$ cat src/assert_macros.svh
`ifndef ASSERT_MACROS_SVH
`define ASSERT_MACROS_SVH

// property that holds at every clock edge out of reset
`define ASSERT_ALWAYS(label, clk, rst_n, prop, msg) \
    label: assert property (@(posedge clk) disable iff (!rst_n) (prop)) else $error(msg);

// property whose consequent is checked in the cycle after the antecedent
`define ASSERT_NEXT(label, clk, rst_n, ante, cons, msg) \
    label: assert property (@(posedge clk) disable iff (!rst_n) (ante) |=> (cons)) \
        else $error(msg);

`endif

$ cat src/hges_pkg.sv
`timescale 1ns / 1ps
`default_nettype none

package hges_pkg;

    localparam int TIME_W    = 32;
    localparam int CHARGE_W  = 11;
    localparam int RAW_W     = 16;
    localparam int SENSOR_W  = 14;
    localparam int COUNT_W   = 14;
    localparam int SUM_W     = 25;
    localparam int CFG_IDX_W = 2;

    // depth of the queue between front and back
    localparam int QUEUE_DEPTH = 4;

    // earliest time before any in-gate hit
    localparam logic signed [TIME_W-1:0] MIN_TIME_INIT = 32'sd9999999;

    // configuration register indexes
    typedef enum logic [CFG_IDX_W-1:0] {
        CFG_TIME_OFFSET = 2'd0,
        CFG_GATE_LOW    = 2'd1,
        CFG_GATE_HIGH   = 2'd2
    } t_cfg_index;

    // classified hit handed from front to back
    typedef struct packed {
        logic                     in_gate;
        logic signed [TIME_W-1:0] shifted_time;
        logic [CHARGE_W-1:0]      charge;
        logic [SENSOR_W-1:0]      sensor;
        logic                     last;
    } t_hit;

    // one result item
    typedef struct packed {
        logic                     in_gate;
        logic signed [TIME_W-1:0] shifted_time;
        logic [COUNT_W-1:0]       slot_index;
        logic                     event_end;
        logic [COUNT_W-1:0]       gate_hit_count;
        logic [SUM_W-1:0]         charge_total;
        logic [CHARGE_W-1:0]      charge_peak;
        logic [SENSOR_W-1:0]      charge_peak_sensor;
        logic signed [TIME_W-1:0] earliest_time;
        logic [SENSOR_W-1:0]      earliest_sensor;
        logic signed [TIME_W-1:0] latest_time;
        logic [SENSOR_W-1:0]      latest_sensor;
    } t_result;

endpackage

`default_nettype wire

$ cat src/hges_front.sv
`timescale 1ns / 1ps
`default_nettype none

module hges_front (
    input  wire                              i_clk,
    input  wire                              i_rst_n,
    input  wire                              i_cfg_valid,
    output logic                             o_cfg_ready,
    input  wire [hges_pkg::CFG_IDX_W-1:0]    i_cfg_index,
    input  wire [hges_pkg::TIME_W-1:0]       i_cfg_data,
    input  wire                              i_valid,
    output logic                             o_ready,
    input  wire [hges_pkg::TIME_W-1:0]       i_hit_time,
    input  wire [hges_pkg::RAW_W-1:0]        i_charge_raw,
    input  wire [hges_pkg::SENSOR_W-1:0]     i_sensor_id,
    input  wire                              i_last,
    output logic                             o_valid,
    input  wire                              i_ready,
    output hges_pkg::t_hit                   o_hit
);
    import hges_pkg::*;

    logic signed [TIME_W-1:0] r_time_offset;
    logic signed [TIME_W-1:0] r_gate_low;
    logic signed [TIME_W-1:0] r_gate_high;

    logic                     r_a_valid;
    logic signed [TIME_W-1:0] r_a_time;
    logic [CHARGE_W-1:0]      r_a_charge;
    logic [SENSOR_W-1:0]      r_a_sensor;
    logic                     r_a_last;

    logic                     r_b_valid;
    t_hit                     r_b;

    logic                     w_a_ready;
    logic                     w_b_ready;
    logic signed [TIME_W:0]   w_diff;
    logic signed [TIME_W-1:0] w_sat;

    // configuration writes
    assign o_cfg_ready = 1'b1;

    always_ff @(posedge i_clk) begin
        if (!i_rst_n) begin
            r_time_offset <= '0;
            r_gate_low    <= '0;
            r_gate_high   <= '0;
        end else if (i_cfg_valid) begin
            unique case (t_cfg_index'(i_cfg_index))
                CFG_TIME_OFFSET: r_time_offset <= i_cfg_data;
                CFG_GATE_LOW:    r_gate_low    <= i_cfg_data;
                CFG_GATE_HIGH:   r_gate_high   <= i_cfg_data;
                default: ;
            endcase
        end
    end

    // stall chain, stage b drains into the queue
    assign w_b_ready = !r_b_valid || i_ready;
    assign w_a_ready = !r_a_valid || w_b_ready;
    assign o_ready   = w_a_ready;
    assign o_valid   = r_b_valid;
    assign o_hit     = r_b;

    // offset subtract with saturation to 32 bits
    assign w_diff = {i_hit_time[TIME_W-1], i_hit_time}
                  - {r_time_offset[TIME_W-1], r_time_offset};

    always_comb begin
        if (w_diff[TIME_W] != w_diff[TIME_W-1]) begin
            w_sat = w_diff[TIME_W] ? {1'b1, {(TIME_W-1){1'b0}}} : {1'b0, {(TIME_W-1){1'b1}}};
        end else begin
            w_sat = w_diff[TIME_W-1:0];
        end
    end

    // stage a: shifted time
    always_ff @(posedge i_clk) begin
        if (!i_rst_n) begin
            r_a_valid <= 1'b0;
        end else if (w_a_ready) begin
            r_a_valid <= i_valid;
        end
    end

    always_ff @(posedge i_clk) begin
        if (w_a_ready && i_valid) begin
            r_a_time   <= w_sat;
            r_a_charge <= i_charge_raw[CHARGE_W-1:0];
            r_a_sensor <= i_sensor_id;
            r_a_last   <= i_last;
        end
    end

    // stage b: gate test
    always_ff @(posedge i_clk) begin
        if (!i_rst_n) begin
            r_b_valid <= 1'b0;
        end else if (w_b_ready) begin
            r_b_valid <= r_a_valid;
        end
    end

    always_ff @(posedge i_clk) begin
        if (w_b_ready && r_a_valid) begin
            r_b.in_gate      <= (r_a_time >= r_gate_low) && (r_a_time <= r_gate_high);
            r_b.shifted_time <= r_a_time;
            r_b.charge       <= r_a_charge;
            r_b.sensor       <= r_a_sensor;
            r_b.last         <= r_a_last;
        end
    end

    `include "assert_macros.svh"

    `ASSERT_NEXT(a_b_hold, i_clk, i_rst_n, r_b_valid && !i_ready, r_b_valid && $stable(r_b), "stalled hit changed in stage b")
    `ASSERT_NEXT(a_a_hold, i_clk, i_rst_n, r_a_valid && !w_b_ready, r_a_valid && $stable(r_a_time), "stalled hit changed in stage a")

endmodule

`default_nettype wire

$ cat src/hges_fifo.sv
`timescale 1ns / 1ps
`default_nettype none

module hges_fifo #(
    parameter int DEPTH = hges_pkg::QUEUE_DEPTH
) (
    input  wire              i_clk,
    input  wire              i_rst_n,
    input  wire              i_push,
    output logic             o_ready,
    input  hges_pkg::t_hit   i_hit,
    output logic             o_valid,
    input  wire              i_pop,
    output hges_pkg::t_hit   o_hit
);
    import hges_pkg::*;

    localparam int AW = (DEPTH > 1) ? $clog2(DEPTH) : 1;
    localparam int CW = $clog2(DEPTH + 1);

    t_hit            r_mem [DEPTH];
    logic [AW-1:0]   r_wr_ptr;
    logic [AW-1:0]   r_rd_ptr;
    logic [CW-1:0]   r_count;
    logic            w_push;
    logic            w_pop;

    assign o_ready = (r_count != CW'(DEPTH));
    assign o_valid = (r_count != '0);
    assign w_push  = i_push && o_ready;
    assign w_pop   = i_pop && o_valid;
    assign o_hit   = r_mem[r_rd_ptr];

    // storage
    always_ff @(posedge i_clk) begin
        if (w_push) begin
            r_mem[r_wr_ptr] <= i_hit;
        end
    end

    // pointers and fill level
    always_ff @(posedge i_clk) begin
        if (!i_rst_n) begin
            r_wr_ptr <= '0;
            r_rd_ptr <= '0;
            r_count  <= '0;
        end else begin
            if (w_push) begin
                r_wr_ptr <= (r_wr_ptr == AW'(DEPTH - 1)) ? '0 : r_wr_ptr + 1'b1;
            end
            if (w_pop) begin
                r_rd_ptr <= (r_rd_ptr == AW'(DEPTH - 1)) ? '0 : r_rd_ptr + 1'b1;
            end
            if (w_push && !w_pop) begin
                r_count <= r_count + 1'b1;
            end else if (w_pop && !w_push) begin
                r_count <= r_count - 1'b1;
            end
        end
    end

    `include "assert_macros.svh"

    `ASSERT_ALWAYS(a_fifo_bound, i_clk, i_rst_n, r_count <= CW'(DEPTH), "queue fill above depth")
    `ASSERT_NEXT(a_fifo_grow, i_clk, i_rst_n, w_push && !w_pop, r_count == $past(r_count) + 1'b1, "queue fill did not grow on push")

endmodule

`default_nettype wire

$ cat src/hges_back.sv
`timescale 1ns / 1ps
`default_nettype none

module hges_back (
    input  wire                 i_clk,
    input  wire                 i_rst_n,
    input  wire                 i_valid,
    output logic                o_ready,
    input  hges_pkg::t_hit      i_hit,
    output logic                o_valid,
    input  wire                 i_ready,
    output hges_pkg::t_result   o_result
);
    import hges_pkg::*;

    logic [COUNT_W-1:0]       r_hit_count;
    logic [SUM_W-1:0]         r_charge_sum;
    logic [CHARGE_W-1:0]      r_peak_charge;
    logic [SENSOR_W-1:0]      r_peak_sensor;
    logic signed [TIME_W-1:0] r_min_time;
    logic [SENSOR_W-1:0]      r_min_sensor;
    logic signed [TIME_W-1:0] r_max_time;
    logic [SENSOR_W-1:0]      r_max_sensor;

    logic [COUNT_W-1:0]       n_hit_count;
    logic [SUM_W-1:0]         n_charge_sum;
    logic [CHARGE_W-1:0]      n_peak_charge;
    logic [SENSOR_W-1:0]      n_peak_sensor;
    logic signed [TIME_W-1:0] n_min_time;
    logic [SENSOR_W-1:0]      n_min_sensor;
    logic signed [TIME_W-1:0] n_max_time;
    logic [SENSOR_W-1:0]      n_max_sensor;

    logic                     r_out_valid;
    t_result                  r_out;
    logic                     w_pop;
    logic [SUM_W:0]           w_sum;

    // output register frees when empty or taken
    assign o_ready  = !r_out_valid || i_ready;
    assign w_pop    = i_valid && o_ready;
    assign o_valid  = r_out_valid;
    assign o_result = r_out;

    assign w_sum = {1'b0, r_charge_sum} + {{(SUM_W + 1 - CHARGE_W){1'b0}}, i_hit.charge};

    // statistics update for an in-gate hit
    always_comb begin
        n_hit_count   = r_hit_count;
        n_charge_sum  = r_charge_sum;
        n_peak_charge = r_peak_charge;
        n_peak_sensor = r_peak_sensor;
        n_min_time    = r_min_time;
        n_min_sensor  = r_min_sensor;
        n_max_time    = r_max_time;
        n_max_sensor  = r_max_sensor;
        if (i_hit.in_gate) begin
            if (r_hit_count != {COUNT_W{1'b1}}) begin
                n_hit_count = r_hit_count + 1'b1;
            end
            n_charge_sum = w_sum[SUM_W] ? {SUM_W{1'b1}} : w_sum[SUM_W-1:0];
            if (i_hit.charge > r_peak_charge) begin
                n_peak_charge = i_hit.charge;
                n_peak_sensor = i_hit.sensor;
            end
            if (i_hit.shifted_time < r_min_time) begin
                n_min_time   = i_hit.shifted_time;
                n_min_sensor = i_hit.sensor;
            end
            if (i_hit.shifted_time > r_max_time) begin
                n_max_time   = i_hit.shifted_time;
                n_max_sensor = i_hit.sensor;
            end
        end
    end

    // running statistics, cleared after the last hit
    always_ff @(posedge i_clk) begin
        if (!i_rst_n || (w_pop && i_hit.last)) begin
            r_hit_count   <= '0;
            r_charge_sum  <= '0;
            r_peak_charge <= '0;
            r_peak_sensor <= '0;
            r_min_time    <= MIN_TIME_INIT;
            r_min_sensor  <= '0;
            r_max_time    <= '0;
            r_max_sensor  <= '0;
        end else if (w_pop) begin
            r_hit_count   <= n_hit_count;
            r_charge_sum  <= n_charge_sum;
            r_peak_charge <= n_peak_charge;
            r_peak_sensor <= n_peak_sensor;
            r_min_time    <= n_min_time;
            r_min_sensor  <= n_min_sensor;
            r_max_time    <= n_max_time;
            r_max_sensor  <= n_max_sensor;
        end
    end

    // output valid
    always_ff @(posedge i_clk) begin
        if (!i_rst_n) begin
            r_out_valid <= 1'b0;
        end else if (o_ready) begin
            r_out_valid <= i_valid;
        end
    end

    // result payload, summary only on the last hit
    always_ff @(posedge i_clk) begin
        if (w_pop) begin
            r_out.in_gate      <= i_hit.in_gate;
            r_out.shifted_time <= i_hit.shifted_time;
            r_out.slot_index   <= i_hit.in_gate ? r_hit_count : '0;
            r_out.event_end    <= i_hit.last;
            if (i_hit.last) begin
                r_out.gate_hit_count     <= n_hit_count;
                r_out.charge_total       <= n_charge_sum;
                r_out.charge_peak        <= n_peak_charge;
                r_out.charge_peak_sensor <= n_peak_sensor;
                r_out.earliest_time      <= n_min_time;
                r_out.earliest_sensor    <= n_min_sensor;
                r_out.latest_time        <= n_max_time;
                r_out.latest_sensor      <= n_max_sensor;
            end else begin
                r_out.gate_hit_count     <= '0;
                r_out.charge_total       <= '0;
                r_out.charge_peak        <= '0;
                r_out.charge_peak_sensor <= '0;
                r_out.earliest_time      <= '0;
                r_out.earliest_sensor    <= '0;
                r_out.latest_time        <= '0;
                r_out.latest_sensor      <= '0;
            end
        end
    end

    `include "assert_macros.svh"

    `ASSERT_NEXT(a_stats_clear, i_clk, i_rst_n, w_pop && i_hit.last, (r_hit_count == '0) && (r_min_time == MIN_TIME_INIT) && (r_max_time == '0), "statistics not cleared after event end")
    `ASSERT_ALWAYS(a_summary_zero, i_clk, i_rst_n, !(r_out_valid && !r_out.event_end) || ((r_out.gate_hit_count == '0) && (r_out.charge_total == '0)), "summary present on a hit that is not last")

endmodule

`default_nettype wire

$ cat src/hit_gate_event_summary.sv
// a hit accepted on s_axis passes front stages a and b, the queue and the output
// register to m_axis; one hit per cycle while the queue has room; statistics
// update on each popped hit; a 4-entry queue between gate front end and statistics
// back end absorbs output stalls, so s_axis keeps accepting while a result waits
// reset (i_rst_n low, synchronous): config registers to 0, statistics cleared,
// queue and output empty; no clearing pass, hits are accepted right after reset
`timescale 1ns / 1ps
`default_nettype none

module hit_gate_event_summary #(
    parameter int QUEUE_DEPTH = hges_pkg::QUEUE_DEPTH
) (
    input  wire                             i_clk,
    input  wire                             i_rst_n,
    // configuration write channel
    input  wire                             i_cfg_valid,
    output logic                            o_cfg_ready,
    input  wire [hges_pkg::CFG_IDX_W-1:0]   i_cfg_index,
    input  wire [hges_pkg::TIME_W-1:0]      i_cfg_data,
    // hit stream in
    input  wire                             s_axis_tvalid,
    output logic                            s_axis_tready,
    // hit_time[31:0], charge_raw[47:32], sensor_id[61:48], zero pad[63:62]
    input  wire [63:0]                      s_axis_tdata,
    input  wire                             s_axis_tlast,
    // result stream out
    output logic                            m_axis_tvalid,
    input  wire                             m_axis_tready,
    // shifted_time[31:0], slot_index[45:32], gate_hit_count[59:46],
    // charge_total[84:60], charge_peak[95:85], charge_peak_sensor[109:96],
    // earliest_time[141:110], earliest_sensor[155:142], latest_time[187:156],
    // latest_sensor[201:188], zero pad[207:202]
    output logic [207:0]                    m_axis_tdata,
    // in_gate[0]
    output logic                            m_axis_tuser,
    output logic                            m_axis_tlast
);
    import hges_pkg::*;

    logic    w_q_push;
    logic    w_q_ready;
    t_hit    w_q_in;
    logic    w_q_valid;
    logic    w_q_pop;
    t_hit    w_q_out;
    t_result w_res;

    // gate front end
    hges_front u_front (
        .i_clk        (i_clk),
        .i_rst_n      (i_rst_n),
        .i_cfg_valid  (i_cfg_valid),
        .o_cfg_ready  (o_cfg_ready),
        .i_cfg_index  (i_cfg_index),
        .i_cfg_data   (i_cfg_data),
        .i_valid      (s_axis_tvalid),
        .o_ready      (s_axis_tready),
        .i_hit_time   (s_axis_tdata[31:0]),
        .i_charge_raw (s_axis_tdata[47:32]),
        .i_sensor_id  (s_axis_tdata[61:48]),
        .i_last       (s_axis_tlast),
        .o_valid      (w_q_push),
        .i_ready      (w_q_ready),
        .o_hit        (w_q_in)
    );

    // decoupling queue
    hges_fifo #(
        .DEPTH (QUEUE_DEPTH)
    ) u_fifo (
        .i_clk   (i_clk),
        .i_rst_n (i_rst_n),
        .i_push  (w_q_push),
        .o_ready (w_q_ready),
        .i_hit   (w_q_in),
        .o_valid (w_q_valid),
        .i_pop   (w_q_pop),
        .o_hit   (w_q_out)
    );

    // statistics back end
    hges_back u_back (
        .i_clk    (i_clk),
        .i_rst_n  (i_rst_n),
        .i_valid  (w_q_valid),
        .o_ready  (w_q_pop),
        .i_hit    (w_q_out),
        .o_valid  (m_axis_tvalid),
        .i_ready  (m_axis_tready),
        .o_result (w_res)
    );

    // result packing
    assign m_axis_tdata = {6'd0,
                           w_res.latest_sensor,
                           w_res.latest_time,
                           w_res.earliest_sensor,
                           w_res.earliest_time,
                           w_res.charge_peak_sensor,
                           w_res.charge_peak,
                           w_res.charge_total,
                           w_res.gate_hit_count,
                           w_res.slot_index,
                           w_res.shifted_time};
    assign m_axis_tuser = w_res.in_gate;
    assign m_axis_tlast = w_res.event_end;

endmodule

`default_nettype wire

$ cat config.mk
export PLATFORM = sky130hd
export DESIGN_NAME = hit_gate_event_summary
export DESIGN_NICKNAME = d
export VERILOG_FILES = /design/src/hges_pkg.sv /design/src/hges_front.sv /design/src/hges_fifo.sv /design/src/hges_back.sv /design/src/hit_gate_event_summary.sv
export VERILOG_INCLUDE_DIRS = /design/src /design/src/src
export SDC_FILE = /design/constraint.sdc
export NUM_CORES = 1
export LEC_CHECK = 0
export BUFFER_PORTS_ARGS = -buffer_cell sky130_fd_sc_hd__buf_2
export CAP_MARGIN = 20
export CORE_MARGIN = 8
export CORE_UTILIZATION = 24
export CTS_CLUSTER_DIAMETER = 40
export DETAILED_ROUTE_END_ITERATION = 10
export RECOVER_POWER = 100
export SLEW_MARGIN = 20
export SYNTH_ARGS = -nofsm -noshare
export SYNTH_HDL_FRONTEND = slang
export SYNTH_SLANG_ARGS = --single-unit
$ cat constraint.sdc
create_clock -name i_clk -period 9.3 [get_ports i_clk]
set_input_delay 0.93 -clock i_clk [delete_from_list [all_inputs] [get_ports i_clk]]
set_output_delay 0.93 -clock i_clk [all_outputs]
set_load 0.1 [all_outputs]
==> results.toml, run 1 <==
[detailed_routing]
vias = 24542
drtPass1Iterations = 5
wire_per_inst_um = 18.5
drc_errors = 0
final_antenna_net_count = 0
via_per_inst = 4.42
wl_mm = 102
initialDrtViolationCount = 1579

[yosys]
ys_seq_elements = 821
ys_types = 66
synth_flop_cell = "edfxtp_1"
synthArstFlopShare = 0
netlist_top_cells_area = "edfxtp_1 45%, dfxtp_1 14%, ha_1 6.4%"
synth.largest_area_cell = "edfxtp_1"
synth_edf_count = 557
yosysSeqAreaShare = 0.597
synth.avg_cell_area_um2 = 11.8
yosys_warnings = 0
synth_cells = 3124
syn_area_um2 = 36800
synth.top_cell.area_share = 0.454

[cts]
cts_resized = 0
cts_sinks = 821
clkTransAtPathRegs_ps = 60
htreeDepth = 3
post_cts_buffers = 0
cts_hold_buf = 0
cts_tree = "yes"
cts_max_path_buffers = 3
cts-buffers-inserted = 121
worstSkewPairLatency_ps = 740
root_buffer = "clkbuf_16"

[timing]
hold-worst-slack_ps = 377
finalHoldViolations = 0
fin_ws_ps = 2260
fin_crit_ps = 7040
worst_pin_slew_ps = 4770
relSlewSlack = -2.18
setup-tns-final_ps = 0
slew_viol_final = 806
max_freq_ghz = 0.142
rsz0062_at_grt = "no"
timing.final.crit_share = 0.757
skew_ps = 80.2
setup_violations = 0

[finish]
fill_cells = 15586
syn_to_final_growth_pct = 20.2
layout-drive-gt1-share = 0.118
ff_latch_area_um2 = 22000
nNetsFinal = 3702
fin_cells = 5548
multi_input_area_um2 = 13400
final_cell_area_um2 = 44300

[setup_path]
crit_cells = 10
ff2ff_setup_slack_ps = 2260
cp-start-kind = "flop"
critPathTopFamily = "flip-flops"
max_stage_delay_ps = 1890
crit_buf_inv = 1
cp_data_required_time_ps = 9670
rr_endpoint = "u_back.o_result[55]$_SDFFCE_PN0P_"
critPathMaxFanout = 34
reg2reg_depth = 10
crit_path_frequent_cell = "o21ai_0"
cpMaxStageDelayCell = "dfxtp_1"
path_class = "reg -> reg"
critPathCaptureType = "flop"
path_cells = "mux4_2 > ha_1 > or4b_1 > a31oi_1 > o21ai_0 > a211oi_1 > o21a_1 > mux2i_4 > clkbuf_1 > o21ai_0"
arrival_ps = 7410
setup.worst_path.end = "u_back.o_result[55]$_SDFFCE_PN0P_"

[pwr]
p_clk_frac = 0.265
leakagePower_nw = 15.0
comb_power_share = 0.420
switchingPower_w = 0.00823
seqPwrFrac = 0.316
p_sw_frac = 0.478
p_int_w = 0.00898
power_density_nw_per_um2 = 389
vdd_drop_max_mv = 0.315

[global_route]
antenna_found_initial = 15
grt_max_degree = 113
grt_pass1_wl_mm = 153
grt_usage = 0.118
grt_overflow_total = 0
grt_pass1_vias = 24010

[placement]
io_buffers = 302
place_ws_ps = 3150
hpwl_mm = 71.4
place_congestion = 0.819
dp.cells = 5314
placed_area_um2 = 40600

[status]
status = "complete, but fails checks"
violations = "max-capacitance violations, max-slew violations"

[job]
maxCapViolations = 15

[floorplanning]
rows = 143
dieArea_um2 = 166000
core_area_um2 = 152000
num_io_pins = 317
start_util = 0.242
fp.dieW_um = 408
chipHeight_um = 408

[hold_path]
min_path_type = "in -> reg"
## cells in the mapped netlist, types with 17 or more instances
library cell and number:
edfxtp_1 557, nand2_1 396, dfxtp_1 264, nand3_1 220, inv_1 196, o21ai_0 195
ha_1 188, clkbuf_1 136, a21oi_1 133, a21boi_0 102, nor2_1 94, mux4_2 58
mux2i_1 51, a21o_1 48, o31ai_1 38, xnor2_1 35, and2_1 32, maj3_1 31
nand4_1 31, nor3_1 23, xor2_1 23, buf_1 21, nor2b_1 21, o31ai_2 21
a31oi_1 18, or3_1 17
## flip-flops by register name (all words and copies together), names as in the netlist, named ones only
| name | flops |
|---|---|
| u_front.o_hit | 59 |
| u_fifo.r_count | 3 |
| u_front.r_a_valid | 1 |
| u_back.r_min_time | 32 |
| u_back.r_hit_count | 14 |
| u_back.o_valid | 1 |
| u_front.r_a_time | 32 |
| u_front.r_a_last | 1 |
| u_back.r_max_time | 32 |
| u_back.r_charge_sum | 25 |
| u_front.r_time_offset | 32 |
| u_front.o_valid | 1 |
| u_front.r_a_charge | 11 |
| u_back.r_peak_sensor | 14 |
| u_front.r_a_sensor | 14 |
| u_back.r_max_sensor | 14 |
| u_front.r_gate_low | 32 |
| u_fifo.r_rd_ptr | 2 |
| u_back.o_result | 204 |
| u_back.r_peak_charge | 11 |
| u_front.r_gate_high | 32 |
| u_fifo.r_mem | 236 |
| u_fifo.r_wr_ptr | 2 |
| u_back.r_min_sensor | 14 |
## kinds of logic (layout without fill, tap and decap cells)
| kind of cell | after synthesis | count (layout) | synth area share |
|---|---|---|---|
| simple gates | 881 | 881 | 0.109 |
| compound gates | 649 | 649 | 0.115 |
| xor+xnor | 58 | 58 | 0.0138 |
| other cells | 2 | 12 | 0.000204 |
| buf+inv | 381 | 765 | 0.0412 |
| fa+ha+maj | 222 | 222 | 0.0739 |
| mux | 110 | 110 | 0.0496 |
| flops | 821 | 821 | 0.597 |
## power by group through the flow
stage	clock network [W]	logic, W	registers [W]
floorplan	0	0.00265	0.00858
global placement	0	0.00741	0.00549
detailed placement	0	0.00748	0.00549
CTS	0.00467	0.00749	0.00543
global route	0.00484	0.00770	0.00555
finish	0.00456	0.00723	0.00543
## through the flow
| step | utilization | total power (W) |
|---|---|---|
| 2_1_floorplan | - | 0.0112 |
| 3_3_place_gp | 0.266 | 0.0129 |
| 3_5_place_dp | 0.267 | 0.0130 |
| 4_1_cts | 0.294 | 0.0176 |
| 5_1_grt | 0.291 | 0.0181 |
| 6_report | 0.291 | 0.0172 |
## layout make-up
type	instances	share of cell area
flip-flops and latches	821	0.497
multi-input cells	1927	0.302
clock buffers	141	0.0707
well taps	2030	0.0573
repair buffers	338	0.0333
clock inverters	88	0.0223
inverters	198	0.0170
diodes	5	0.000282
## routing by layer
metal,vias to the layer above,wire [µm],global-route usage
li1,11979,-,-
met1,11726,48400,0.164
met2,677,45600,0.183
met3,160,5880,0.0270
met4,0,2520,0.0341
met5,-,0,0
## worst reg2reg max path, delay by kind of cell, from the launching register on
| family | cells | cell delay [ps] |
|---|---|---|
| AOI/OAI and AO/OA | 5 | 1870 |
| DFF | 1 | 1890 |
| and+or+nand+nor | 1 | 510 |
| muxes | 2 | 1160 |
| buffers and inverters | 1 | 1010 |
| adders and majority gates | 1 | 270 |
## worst min path at each step
stage,from,to,slack [ps],cells after the start
final,s_axis_tdata[38],u_front.r_a_charge[6]$_DFFE_PP_,380,1
after detailed placement,u_front.r_a_charge[9]$_DFFE_PP_,u_front.o_hit[24]$_DFFE_PP_,400,0
after floorplan,u_front.r_a_last$_DFFE_PP_,u_front.o_hit[0]$_DFFE_PP_,400,0
after CTS,s_axis_tdata[38],u_front.r_a_charge[6]$_DFFE_PP_,310,1
after global routing,s_axis_tdata[35],u_front.r_a_charge[3]$_DFFE_PP_,310,1
after global placement,u_front.r_a_charge[9]$_DFFE_PP_,u_front.o_hit[24]$_DFFE_PP_,400,0
## layout by cell type, fill, tap and decap left out, types with 23 or more instances in the layout
cell type | Yosys | final
nand2_1 | 396 | 396
mux4_2 | 58 | 58
a21boi_0 | 102 | 103
xnor2_1 | 35 | 34
edfxtp_1 | 557 | 557
maj3_1 | 31 | 31
dfxtp_1 | 264 | 263
nor2_1 | 94 | 94
buf_2 | 13 | 84
inv_1 | 196 | 195
clkbuf_16 | 0 | 121
o21ai_0 | 195 | 196
mux2i_1 | 51 | 49
nand4_1 | 31 | 31
xor2_1 | 23 | 23
o31ai_1 | 38 | 46
nand3_1 | 220 | 219
nor3_1 | 23 | 23
a21o_1 | 48 | 48
a21oi_1 | 133 | 133
ha_1 | 188 | 188
clkbuf_1 | 136 | 249
Note: power is estimated with default switching activity, not from simulation.
==> inputs of run 2 (changes only) <==
==> constraint.sdc (replaced) <==
create_clock -name i_clk -period 7.28 [get_ports i_clk]
set_input_delay 0.728 -clock i_clk [delete_from_list [all_inputs] [get_ports i_clk]]
set_output_delay 0.728 -clock i_clk [all_outputs]
set_load 0.1 [all_outputs]
==> results.toml, run 2 (synthesized netlist as in run 1, its figures left out) <==
[status]
status = "complete, but fails checks"
violations = "max-capacitance violations, max-slew violations"

[hold_path]
worstHoldStart = "s_axis_tdata[54]"
hold_end = "u_front.r_a_sensor[6]$_DFFE_PP_"
min_path_type = "in -> reg"
holdPathStages = 1

[global_route]
grt_overflow_total = 0
grt_pass1_vias = 24187
antenna_found_initial = 20
grt_pass1_wl_mm = 154
grt_max_degree = 185
grt_usage = 0.120

[detailed_routing]
drc_errors = 0
final_antenna_net_count = 0
wl_mm = 102
via_per_inst = 4.42
wire_per_inst_um = 18.4
vias = 24614
drtPass1Iterations = 5
initialDrtViolationCount = 1661

[setup_path]
critPathMaxFanout = 28
max_stage_delay_ps = 1030
crit_cells = 11
cp-start-kind = "flop"
crit_buf_inv = 2
path_cells = "buf_4 > mux4_2 > ha_1 > or4b_1 > a31oi_1 > o21ai_0 > a211oi_1 > o21a_1 > mux2i_4 > clkbuf_1 > o21ai_0"
critPathTopFamily = "compound AO/OA/AOI/OAI gates"
crit_path_frequent_cell = "o21ai_0"
cpMaxStageDelayCell = "clkbuf_1"
cp_data_required_time_ps = 7680
path_class = "reg -> reg"
ff2ff_setup_slack_ps = 1230
rr_endpoint = "u_back.o_result[55]$_SDFFCE_PN0P_"
reg2reg_depth = 11
arrival_ps = 6450
critPathCaptureType = "flop"

[pwr]
total_power_w = 0.0223
power_density_nw_per_um2 = 500
leakagePower_nw = 15.2
comb_power_share = 0.416
seqPwrFrac = 0.311
vdd_drop_max_mv = 0.369
p_sw_frac = 0.474
p_int_w = 0.0117
p_clk_frac = 0.272
switchingPower_w = 0.0106

[floorplanning]
rows = 143
fp.dieW_um = 408
start_util = 0.242
core_area_um2 = 152000
dieArea_um2 = 166000
chipHeight_um = 408
num_io_pins = 317

[cts]
cts-buffers-inserted = 131
cts_sinks = 821
cts_hold_buf = 0
cts_resized = 0
post_cts_buffers = 0
clkTransAtPathRegs_ps = 60
worstSkewPairLatency_ps = 750
root_buffer = "clkbuf_16"
htreeDepth = 4
cts_tree = "yes"
cts_max_path_buffers = 3

[finish]
largest_reg_flops = 236
fill_cells = 15601
ff_latch_area_um2 = 22000
nNetsFinal = 3719
syn_to_final_growth_pct = 21.0
top_register = "u_fifo.r_mem"
final_cell_mix = "557 x edfxtp_1, 396 x nand2_1, 262 x dfxtp_1"
final_common_cell = "edfxtp_1"
layout-drive-gt1-share = 0.119
multi_input_area_um2 = 13300

[timing]
max_freq_ghz = 0.165
finalHoldViolations = 0
worst_pin_slew_ps = 4150
timing.final.crit_share = 0.831
rsz0062_at_grt = "no"
setup-tns-final_ps = 0
skew_ps = 36.4
setup_violations = 0
relSlewSlack = -1.77
fin_crit_ps = 6050
slew_viol_final = 707

[job]
maxCapViolations = 14

[placement]
io_buffers = 302
hpwl_mm = 71.2
place_congestion = 0.822
[run 2: power by group through the flow]
stage | Clock (W) | Combinational [W] | Sequential (W)
2_1_floorplan | 0 | 0.00341 | 0.0109
3_3_place_gp | 0 | 0.00955 | 0.00697
3_5_place_dp | 0 | 0.00961 | 0.00698
4_1_cts | 0.00625 | 0.00963 | 0.00690
5_1_grt | 0.00645 | 0.00991 | 0.00705
6_report | 0.00607 | 0.00927 | 0.00693
[run 2: routing by layer]
metal / up-vias / global-route usage / share of wire
met5: - / 0 / 0.00012
met4: 2 / 0.0459 / 0.030
met3: 159 / 0.0300 / 0.058
met2: 647 / 0.182 / 0.44
met1: 11784 / 0.164 / 0.47
li1: 12022 / - / -
[run 2: worst max-delay path by stage]
stage / from / endpoint / slack, ps
2_1_floorplan: flop / u_back.o_result[12]$_SDFFCE_PN0P_ / 2480
3_3_place_gp: flop / u_back.o_result[109]$_SDFFCE_PN0P_ / 1970
3_5_place_dp: flop / u_back.o_result[109]$_SDFFCE_PN0P_ / 1920
4_1_cts: flop / u_back.o_result[110]$_SDFFCE_PN0P_ / 1930
5_1_grt: flop / u_back.o_result[55]$_SDFFCE_PN0P_ / 800
6_report: flop / u_back.o_result[55]$_SDFFCE_PN0P_ / 1230
[run 2: final cells by class]
class / instances / area share
Antenna cell: 11 / 0.000617
Clock buffer: 168 / 0.0797
Clock inverter: 74 / 0.0183
Inverter: 198 / 0.0169
Multi-Input combinational cell: 1927 / 0.299
Sequential cell: 821 / 0.494
Tap cell: 2030 / 0.0570
Timing Repair Buffer: 345 / 0.0347
[run 2: worst register-to-register path, cell delays in order (launching register included)]
cell	delay [ps]
dfxtp_4	600
buf_4	400
mux4_2	730
ha_1	270
or4b_1	520
a31oi_1	270
o21ai_0	270
a211oi_1	520
o21a_1	360
mux2i_4	280
clkbuf_1	1030
o21ai_0	450
[run 2: stage by stage]
step           utilization  cells  setup slack (ps)  cell area (µm²)  hold slack (ps)
2_1_floorplan            -   3129              2480            36900              400
3_3_place_gp         0.267   5317              1970            40600              405
3_5_place_dp         0.267   5317              1920            40600              405
4_1_cts              0.296   5559              1930            45000             81.9
5_1_grt              0.293   5568               803            44600              102
6_report             0.293   5574              1230            44600              160
==> inputs of run 3 (changes only) <==
==> constraint.sdc (replaced) <==
create_clock -name i_clk -period 5.5 [get_ports i_clk]
set_input_delay 0.55 -clock i_clk [delete_from_list [all_inputs] [get_ports i_clk]]
set_output_delay 0.55 -clock i_clk [all_outputs]
set_load 0.1 [all_outputs]
==> results.toml, run 3 (synthesized netlist as in run 1, its figures left out) <==
[timing]
worst_pin_slew_ps = 2660
skew_ps = 51.4
fin_ws_ps = 411
relSlewSlack = -0.782
timing.final.crit_share = 0.925
slew_viol_final = 684
fin_crit_ps = 5090
hold-worst-slack_ps = 84.6
setup-tns-final_ps = 0
finalHoldViolations = 0
rsz0062_at_grt = "no"
setup_violations = 0
max_freq_ghz = 0.197

[global_route]
antenna_found_initial = 18
grt_pass1_wl_mm = 153
grt_pass1_vias = 24024
grt_max_degree = 107
grt_overflow_total = 0
grt_usage = 0.119

[status]
violations = "max-capacitance violations, max-slew violations"
status = "complete, but fails checks"

[detailed_routing]
vias = 24971
via_per_inst = 4.46
drc_errors = 0
wl_mm = 103
drtPass1Iterations = 5
final_antenna_net_count = 0
wire_per_inst_um = 18.4
initialDrtViolationCount = 1590

[setup_path]
reg2reg_depth = 13
critPathMaxFanout = 28
cpMaxStageDelayCell = "mux4_2"
crit_buf_inv = 2
path_cells = "mux4_2 > ha_1 > a21o_1 > a211oi_1 > nor2_1 > o41ai_1 > buf_4 > nor4bb_1 > o2111ai_2 > nand2_2 > clkbuf_2 > mux2i_1 > nor2_1"
rr_endpoint = "u_back.o_result[26]$_SDFFCE_PN0P_"
crit_cells = 13
crit_path_frequent_cell = "nor2_1"
max_stage_delay_ps = 740
path_class = "reg -> reg"
arrival_ps = 5520
critPathCaptureType = "flop"
setup.worst_path.end = "u_back.o_result[26]$_SDFFCE_PN0P_"
cp-start-kind = "flop"
cp_data_required_time_ps = 5930
ff2ff_setup_slack_ps = 410
critPathTopFamily = "compound AO/OA/AOI/OAI gates"

[cts]
cts_sinks = 821
htreeDepth = 4
cts-buffers-inserted = 134
cts_resized = 0
cts_tree = "yes"
cts_max_path_buffers = 3
clkTransAtPathRegs_ps = 60
worstSkewPairLatency_ps = 760
root_buffer = "clkbuf_16"

[floorplanning]
fp.dieW_um = 408
num_io_pins = 317
dieArea_um2 = 166000
rows = 143
start_util = 0.242
core_area_um2 = 152000
chipHeight_um = 408

[finish]
ff_latch_area_um2 = 22000
final_cell_mix = "557 x edfxtp_1, 395 x nand2_1, 262 x dfxtp_1"
syn_to_final_growth_pct = 22.6
top_register = "u_fifo.r_mem"
multi_input_area_um2 = 13400
fin_cells = 5598
layout-drive-gt1-share = 0.129
final_cell_area_um2 = 45200
nNetsFinal = 3745
largest_reg_flops = 236
fill_cells = 15529
final_common_cell = "edfxtp_1"

[hold_path]
worstHoldStart = "i_cfg_data[20]"
min_path_type = "in -> reg"

[job]
maxCapViolations = 17

[pwr]
p_int_w = 0.0159
seqPwrFrac = 0.304
p_clk_frac = 0.286
vdd_drop_max_mv = 0.406
p_sw_frac = 0.473
power_density_nw_per_um2 = 666
leakagePower_nw = 15.4
comb_power_share = 0.410
switchingPower_w = 0.0142

[placement]
dp.cells = 5328
place_congestion = 0.822
io_buffers = 302
placed_area_um2 = 40700
place_ws_ps = 428
hpwl_mm = 72.2
-- run 3: layer usage --
metal | vias to the layer above | routed length (µm) | global-route usage
met4 | 2 | 2730 | 0.0392
met2 | 702 | 45300 | 0.182
met5 | - | 10 | 0
met3 | 173 | 5760 | 0.0274
li1 | 12085 | - | -
met1 | 12009 | 49200 | 0.166
-- run 3: timing repair --
action | CTS | global route
hold endpoints to repair | 15 | 0
buffers inserted | 0 | 0
hold buffers | 15 | 0
-- run 3: layout make-up --
| class | instances | area share |
|---|---|---|
| inverters | 198 | 0.0166 |
| repair buffers | 368 | 0.0394 |
| clock buffers | 143 | 0.0750 |
| clock inverters | 106 | 0.0287 |
| diodes | 5 | 0.000277 |
| well taps | 2030 | 0.0562 |
| multi-input cells | 1927 | 0.296 |
| flip-flops and latches | 821 | 0.487 |
-- run 3: worst reg2reg max path, cell delays in order (launching register included) --
cell and delay, ps:
dfxtp_4 720, mux4_2 750, ha_1 370, a21o_1 190, a211oi_1 240, nor2_1 80
o41ai_1 430, buf_4 210, nor4bb_1 520, o2111ai_2 220, nand2_2 330, clkbuf_2 390
mux2i_1 290, nor2_1 60
-- run 3: power groups by stage --
stage	clock (W)	sequential (W)	combinational (W)
after global placement	0	0.00924	0.0127
after detailed placement	0	0.00925	0.0128
after CTS	0.00881	0.00914	0.0128
after floorplan	0	0.0144	0.00451
after global routing	0.00908	0.00930	0.0132
final	0.00859	0.00915	0.0124
-- run 3: how the worst min path moves through the flow --
stage | to | slack (ps) | cells past startpoint
final | u_front.r_gate_high[20]$_SDFFE_PN0P_ | 80 | 3
after global placement | u_front.o_hit[11]$_DFFE_PP_ | 410 | 0
after CTS | u_front.r_a_sensor[0]$_DFFE_PP_ | 1 | 1
after floorplan | u_front.o_hit[0]$_DFFE_PP_ | 400 | 0
after global routing | u_front.r_gate_high[8]$_SDFFE_PN0P_ | 40 | 3
after detailed placement | u_front.o_hit[5]$_DFFE_PP_ | 400 | 0
-- run 3: stage by stage --
stage               power, W  utilization
floorplan             0.0189            -
detailed placement    0.0220        0.268
global placement      0.0219        0.268
global route          0.0316        0.297
finish                0.0301        0.297
CTS                   0.0308        0.299
